--- config.mk ---
export PLATFORM = sky130hd
export DESIGN_NAME = sfd_router
export DESIGN_NICKNAME = d
export VERILOG_FILES = /design/src/hw/rtl/sfd_pkg.sv /design/src/hw/rtl/sfd_router.sv
export SDC_FILE = /design/constraint.sdc
export NUM_CORES = 2
export LEC_CHECK = 0
export ABC_CLOCK_PERIOD_IN_PS = 20300
export BUFFER_PORTS_ARGS = -buffer_cell sky130_fd_sc_hd__clkbuf_2
export CAP_MARGIN = 10
export CORE_MARGIN = 10
export CORE_UTILIZATION = 70
export DETAILED_ROUTE_END_ITERATION = 8
export HOLD_SLACK_MARGIN = 0.08
export PLACE_DENSITY = 0.89
export SLEW_MARGIN = 20
export SYNTH_ARGS = -nofsm -noshare
export SYNTH_HDL_FRONTEND = slang
export SYNTH_SLANG_ARGS = --single-unit
--- constraint.sdc ---
create_clock -name clock -period 20.3 [get_ports clock]
set_input_delay 1.015 -clock clock [delete_from_list [all_inputs] [get_ports clock]]
set_output_delay 1.015 -clock clock [all_outputs]
set_load 0.05 [all_outputs]
--- src/hw/rtl/sfd_pkg.sv ---
`timescale 1ns / 1ps
`default_nettype none
// ----------------------------------------------------------------------------
// sfd_pkg
// Shared types and constants of the stereo feedback delay: register indexes,
// routing modes and the per-item control strobes sent to the lanes and router.
// ----------------------------------------------------------------------------
package sfd_pkg;

   // width of the delay registers
   localparam int DELAY_BITS = 17;
   // width of the register index on the configuration channel
   localparam int CSR_INDEX_BITS = 3;

   // register indexes
   localparam logic [CSR_INDEX_BITS-1:0] CSR_DELAY_LEFT     = 3'd0;
   localparam logic [CSR_INDEX_BITS-1:0] CSR_DELAY_RIGHT    = 3'd1;
   localparam logic [CSR_INDEX_BITS-1:0] CSR_SMOOTH_COEFF   = 3'd2;
   localparam logic [CSR_INDEX_BITS-1:0] CSR_FEEDBACK_LEFT  = 3'd3;
   localparam logic [CSR_INDEX_BITS-1:0] CSR_FEEDBACK_RIGHT = 3'd4;
   localparam logic [CSR_INDEX_BITS-1:0] CSR_ROUTE_MODE     = 3'd5;

   // feedback routing
   typedef enum logic [1:0] {
      ROUTE_STEREO    = 2'd0,
      ROUTE_CROSS     = 2'd1,
      ROUTE_MONO      = 2'd2,
      ROUTE_PING_PONG = 2'd3
   } route_mode_type;

   // per-cycle strobes of the item sequencer
   typedef struct packed {
      logic read_en;    // issue the delay line read
      logic prod_en;    // register the smoothing product
      logic smooth_en;  // update smoother, latch feedback operands
      logic feed_en;    // register the feedback products
      logic write_en;   // write the delay line and advance the pointer
      logic clear;      // write zero instead of the routed value
   } lane_ctrl_type;

endpackage
`default_nettype wire

--- src/hw/rtl/sfd_router.sv ---
`timescale 1ns / 1ps
`default_nettype none
// ----------------------------------------------------------------------------
// sfd_router
// Merges the two lanes: picks the feedback source and gain per channel by
// routing mode, scales it and adds the dry input with saturation.
// ----------------------------------------------------------------------------
module sfd_router #(
   parameter int SAMPLE_BITS = 24,
   parameter int COEF_BITS   = 16
) (
   input  wire                           clock,
   input  sfd_pkg::lane_ctrl_type        ctrl,
   input  sfd_pkg::route_mode_type       mode,
   input  wire        [COEF_BITS-1:0]    gain_left,
   input  wire        [COEF_BITS-1:0]    gain_right,
   input  wire signed [SAMPLE_BITS-1:0]  smooth_left,
   input  wire signed [SAMPLE_BITS-1:0]  smooth_right,
   input  wire signed [SAMPLE_BITS-1:0]  dry_left,
   input  wire signed [SAMPLE_BITS-1:0]  dry_right,
   output logic signed [SAMPLE_BITS-1:0] wdata_left,
   output logic signed [SAMPLE_BITS-1:0] wdata_right
);
   import sfd_pkg::*;

   localparam int FB_BITS = SAMPLE_BITS + COEF_BITS + 1;
   localparam logic signed [SAMPLE_BITS-1:0] SAMPLE_MAX = {1'b0, {(SAMPLE_BITS-1){1'b1}}};
   localparam logic signed [SAMPLE_BITS-1:0] SAMPLE_MIN = {1'b1, {(SAMPLE_BITS-1){1'b0}}};

   logic signed [SAMPLE_BITS:0]   mono_sum;
   logic signed [SAMPLE_BITS-1:0] mono;
   logic        [COEF_BITS:0]     gain_sum;
   logic        [COEF_BITS-1:0]   gain_mono;
   logic signed [SAMPLE_BITS-1:0] op_left_in, op_right_in;
   logic        [COEF_BITS-1:0]   gain_left_in, gain_right_in;
   logic signed [SAMPLE_BITS-1:0] op_left_ff, op_right_ff;
   logic        [COEF_BITS-1:0]   gain_left_ff, gain_right_ff;
   logic signed [FB_BITS-1:0]     fb_left_ff, fb_right_ff;
   logic signed [SAMPLE_BITS+1:0] sum_left, sum_right;

   // averaged source and gain for the mono mix
   always_comb begin
      mono_sum  = {smooth_left[SAMPLE_BITS-1], smooth_left}
                + {smooth_right[SAMPLE_BITS-1], smooth_right};
      mono      = mono_sum[SAMPLE_BITS:1];
      gain_sum  = {1'b0, gain_left} + {1'b0, gain_right};
      gain_mono = gain_sum[COEF_BITS:1];
   end

   // feedback source per channel
   always_comb begin
      unique case (mode)
         ROUTE_CROSS: begin
            op_left_in    = smooth_right;
            gain_left_in  = gain_right;
            op_right_in   = smooth_left;
            gain_right_in = gain_left;
         end
         ROUTE_MONO: begin
            op_left_in    = mono;
            gain_left_in  = gain_mono;
            op_right_in   = mono;
            gain_right_in = gain_mono;
         end
         ROUTE_PING_PONG: begin
            op_left_in    = smooth_left;
            gain_left_in  = gain_left;
            op_right_in   = smooth_right;
            gain_right_in = '0;
         end
         default: begin
            op_left_in    = smooth_left;
            gain_left_in  = gain_left;
            op_right_in   = smooth_right;
            gain_right_in = gain_right;
         end
      endcase
   end

   // operand latch, then one multiply per channel
   always_ff @(posedge clock) begin
      if (ctrl.smooth_en) begin
         op_left_ff    <= op_left_in;
         op_right_ff   <= op_right_in;
         gain_left_ff  <= gain_left_in;
         gain_right_ff <= gain_right_in;
      end
      if (ctrl.feed_en) begin
         fb_left_ff  <= op_left_ff * $signed({1'b0, gain_left_ff});
         fb_right_ff <= op_right_ff * $signed({1'b0, gain_right_ff});
      end
   end

   // dry plus scaled feedback, saturated
   always_comb begin
      sum_left  = {{2{dry_left[SAMPLE_BITS-1]}}, dry_left}
                + {fb_left_ff[FB_BITS-1], fb_left_ff[FB_BITS-1:COEF_BITS]};
      sum_right = {{2{dry_right[SAMPLE_BITS-1]}}, dry_right}
                + {fb_right_ff[FB_BITS-1], fb_right_ff[FB_BITS-1:COEF_BITS]};

      if (sum_left[SAMPLE_BITS+1:SAMPLE_BITS-1] == 3'b000
          || sum_left[SAMPLE_BITS+1:SAMPLE_BITS-1] == 3'b111) begin
         wdata_left = sum_left[SAMPLE_BITS-1:0];
      end else begin
         wdata_left = sum_left[SAMPLE_BITS+1] ? SAMPLE_MIN : SAMPLE_MAX;
      end

      if (sum_right[SAMPLE_BITS+1:SAMPLE_BITS-1] == 3'b000
          || sum_right[SAMPLE_BITS+1:SAMPLE_BITS-1] == 3'b111) begin
         wdata_right = sum_right[SAMPLE_BITS-1:0];
      end else begin
         wdata_right = sum_right[SAMPLE_BITS+1] ? SAMPLE_MIN : SAMPLE_MAX;
      end
   end

endmodule
`default_nettype wire

==> qor.txt <==
CLOCK NETWORK
-------------------------------------------------------------------------------------
Number of clock buffers inserted by TritonCTS                                      17
Hold Buf Count CTS                                                                  0
Count of cells resized by post-cts repair                                           0
CTS clk-pin slew, worst paths                                                 0.06 ns
Clk buf depth                                                                       2
Worst skew pair latency                                                       0.49 ns
Root Driver                                                              sky130_fd_sc_hd__clkbuf_16
Post-CTS setup buffer count                                                         0
Number of levels in the clock H-tree                                                4
Clock tree sinks                                                                  130
TritonCTS clock tree                                                            built

DIE
-------------------------------------------------------------------------------------
Die boundary width                                                             249 µm
Total Die Area                                                              62000 µm²
Initial core utilization                                                        71.2%
Number of cell rows                                                                83
Core area                                                                   51600 µm²
I/O pin cnt                                                                       185
DIE HEIGHT                                                                     249 µm

CELLS AND AREA
-------------------------------------------------------------------------------------
Relative area change from synthesis to final layout                             5.16%
Multi-input logic area                                                      28800 µm²
Most frequent standard cell in the layout excluding fill and tap cells   sky130_fd_sc_hd__inv_1
Ratio of cells with drive above 1 in the final layout                           6.30%
Commonest cells after routing, fill and taps aside                       919 x sky130_fd_sc_hd__inv_1, 754 x sky130_fd_sc_hd__fa_1, 596 x sky130_fd_sc_hd__nand2_1
Nets                                                                             5294
Filler Cell Count                                                                3358
Sequential cell area                                                         3900 µm²

SYNTHESIS
-------------------------------------------------------------------------------------
Seq/Total Area, Yosys                                                           10.6%
Mapped Cells                                                                     4049
Post-synthesis instance area                                                36700 µm²
Number of warnings issued by yosys                                                  0
Async set or reset register ratio after synthesis                                  0%
Average cell area after synthesis                                            9.07 µm²
Number of distinct library cells after synthesis                                   79
Synthesized netlist net count                                                    5229
Most used DFF post-synth                                                 sky130_fd_sc_hd__edfxtp_1
Register bit count reported by yosys                                              130
Number of enable flip-flop cells after synthesis                                  130

GLOBAL ROUTING
-------------------------------------------------------------------------------------
GR Util All Layers                                                              30.9%
Wire length of the first global-routing pass                                155000 µm
Antenna violations before repair                                                    1
Pin count of the biggest net entering global routing                               82
Via count of the first global-routing pass                                      31500
Congestion Overflow GR                                                              0

PLACED DESIGN
-------------------------------------------------------------------------------------
Routability congestion estimate from global placement                           0.964
Post-detail-place hpwl                                                       73100 µm
IO Port Bufs                                                                      180

FLOW RUN
-------------------------------------------------------------------------------------
Max-Cap Viols                                                                       0

STA
-------------------------------------------------------------------------------------
Final-report max-slew violation count                                               0
Final setup TNS                                                                  0 ns
Max_slew headroom                                                               25.7%
Post-route clock skew                                                       0.0200 ns
Final hold violations                                                               0
Fin Hold WS                                                                  0.844 ns
Slew @ Worst Pin                                                              1.11 ns
Top achievable clock speed                                                  0.126 GHz
Final setup viols                                                                   0
Final critical path time including I/O delays and setup                       7.93 ns
Final cycle utilization of the critical path                                    39.1%
RSZ-0062 raised after global routing                                            false

ROUTING
-------------------------------------------------------------------------------------
Detailed-route wire length                                                   93500 µm
Count of vias placed by the detailed router                                     28700
Initial DRC Count                                                                2471
Detail-routed via count per cell                                                 5.97
Post-detailed-route wirelength per cell                                       19.4 µm
DRC violations left                                                                 0
Drt pass-1 iters                                                                    6
Number of nets with antenna violations after detailed routing                       0

MIN PATH
-------------------------------------------------------------------------------------
Worst hold path type                                                           in2reg

SETUP PATH
-------------------------------------------------------------------------------------
Maximum fanout encountered on the critical timing path                             24
Required time worst endpoint                                                 20.58 ns
Cell chain of the critical path                                          nand2_1 > fa_1 > inv_1 > fa_1 > fa_1 > fa_1 > fa_1 > inv_1 > fa_1 > inv_1 > ha_1 > nand4_1 > nor2_1 > and4_1 > a31oi_1 > a21boi_1 > a221o_1 > a221o_1 > a211oi_2 > o21bai_1 > xnor2_1
Capturing element type of the critical path                                 flip-flop
Critical Path Slowest Stage Cell                                         sky130_fd_sc_hd__edfxtp_1
Most frequent CP cell                                                    sky130_fd_sc_hd__fa_1
Category of the most critical setup path                                      reg2reg
CP Data Arrival Time                                                          8.21 ns
Largest stage delay, worst path                                               1.06 ns
CP startpoint kind                                                          flip-flop

RUN STATUS
-------------------------------------------------------------------------------------
Run status                                                               finished clean

[per-layer routing]
| layer | GRT usage (%) | wire, µm | share of wire, % | vias up |
|---|---|---|---|---|
| met3 | 6.71 | 9500 | 10 | 456 |
| met2 | 51.3 | 45200 | 48 | 1648 |
| met5 | 0 | 0 | 0 | - |
| met1 | 37.1 | 33400 | 36 | 14000 |
| li1 | - | - | - | 12500 |
| met4 | 17.4 | 5420 | 5.8 | 0 |
[flip-flops by register name, summed over array words and instances (netlist names)]
| register | count |
|---|---|
| gain_left_ff | 16 |
| gain_right_ff | 16 |
| fb_right_ff | 25 |
| fb_left_ff | 25 |
| op_left_ff | 24 |
| op_right_ff | 24 |
[path summary, 6_finish.rpt]
path | startpoint | to | slack [ns] | cells after the start
worst min-delay path | gain_right[5] | gain_right_ff[5] | 0.84 | 2
worst max-delay path | gain_right_ff[9] | fb_right_ff[40] | 12.37 | 21
worst min register to register | op_left_ff[23] | fb_left_ff[40] | 1.87 | 7
worst max register to register | gain_right_ff[9] | fb_right_ff[40] | 12.37 | 21
[metrics by stage]
| step | cells | cell area [µm²] | utilization, % | setup slack, ns |
|---|---|---|---|---|
| 5_1_grt | 4807 | 38600 | 74.8 | 12.03 |
| 3_3_place_gp | 4775 | 38000 | 73.7 | 12.60 |
| 4_1_cts | 4807 | 38600 | 74.8 | 12.48 |
| 3_5_place_dp | 4775 | 38000 | 73.7 | 12.50 |
| 6_report | 4808 | 38600 | 74.8 | 12.37 |
| 2_1_floorplan | 4049 | 36700 | - | 13.72 |
[area by class of cell]
| type | instances | share of cell area [%] |
|---|---|---|
| Multi-Input combinational cell | 2849 | 74.5 |
| Sequential cell | 130 | 10.1 |
| Inverter | 919 | 8.93 |
| Timing Repair Buffer | 197 | 2.67 |
| Tap cell | 680 | 2.20 |
| Clock buffer | 19 | 1.12 |
| Clock inverter | 13 | 0.453 |
| Antenna cell | 1 | 0.00648 |
[Yosys cell counts (55+ instances only)]
master	n	share of area (%)
sky130_fd_sc_hd__and2_1	303	5.2
sky130_fd_sc_hd__a21o_1	102	2.1
sky130_fd_sc_hd__inv_1	919	9.4
sky130_fd_sc_hd__fa_1	754	41
sky130_fd_sc_hd__xnor2_1	85	2.0
sky130_fd_sc_hd__a21oi_1	135	1.8
sky130_fd_sc_hd__nand2_1	596	6.1
sky130_fd_sc_hd__ha_1	289	9.8
sky130_fd_sc_hd__clkbuf_1	143	1.5
sky130_fd_sc_hd__nor2_1	134	1.4
sky130_fd_sc_hd__edfxtp_1	130	11
sky130_fd_sc_hd__o21ai_0	55	0.75
[worst max-delay path: cells and delay by family (launching register included)]
family                     cells  cell delay, ns
AOI/OAI and AO/OA              6            2.20
xor gates and xnor gates       1            0.26
adders and majority gates      7            3.42
buffers and inverters          3            0.16
DFF                            1            1.06
and+or+nand+nor                4            0.61
[kinds of logic after synthesis]
logic type,synth area share [%]
flip-flops,10.6
XOR/XNOR,2.86
AO/OA/AOI/OAI,9.17
AND/OR/NAND/NOR,15.3
adder cells (fa/ha/maj),50.9
buffers and inverters,11.0
multiplexers,0.0579
Power is not shown: default switching activity piles up to over one toggle a cycle in this logic, so the estimate is an artifact.
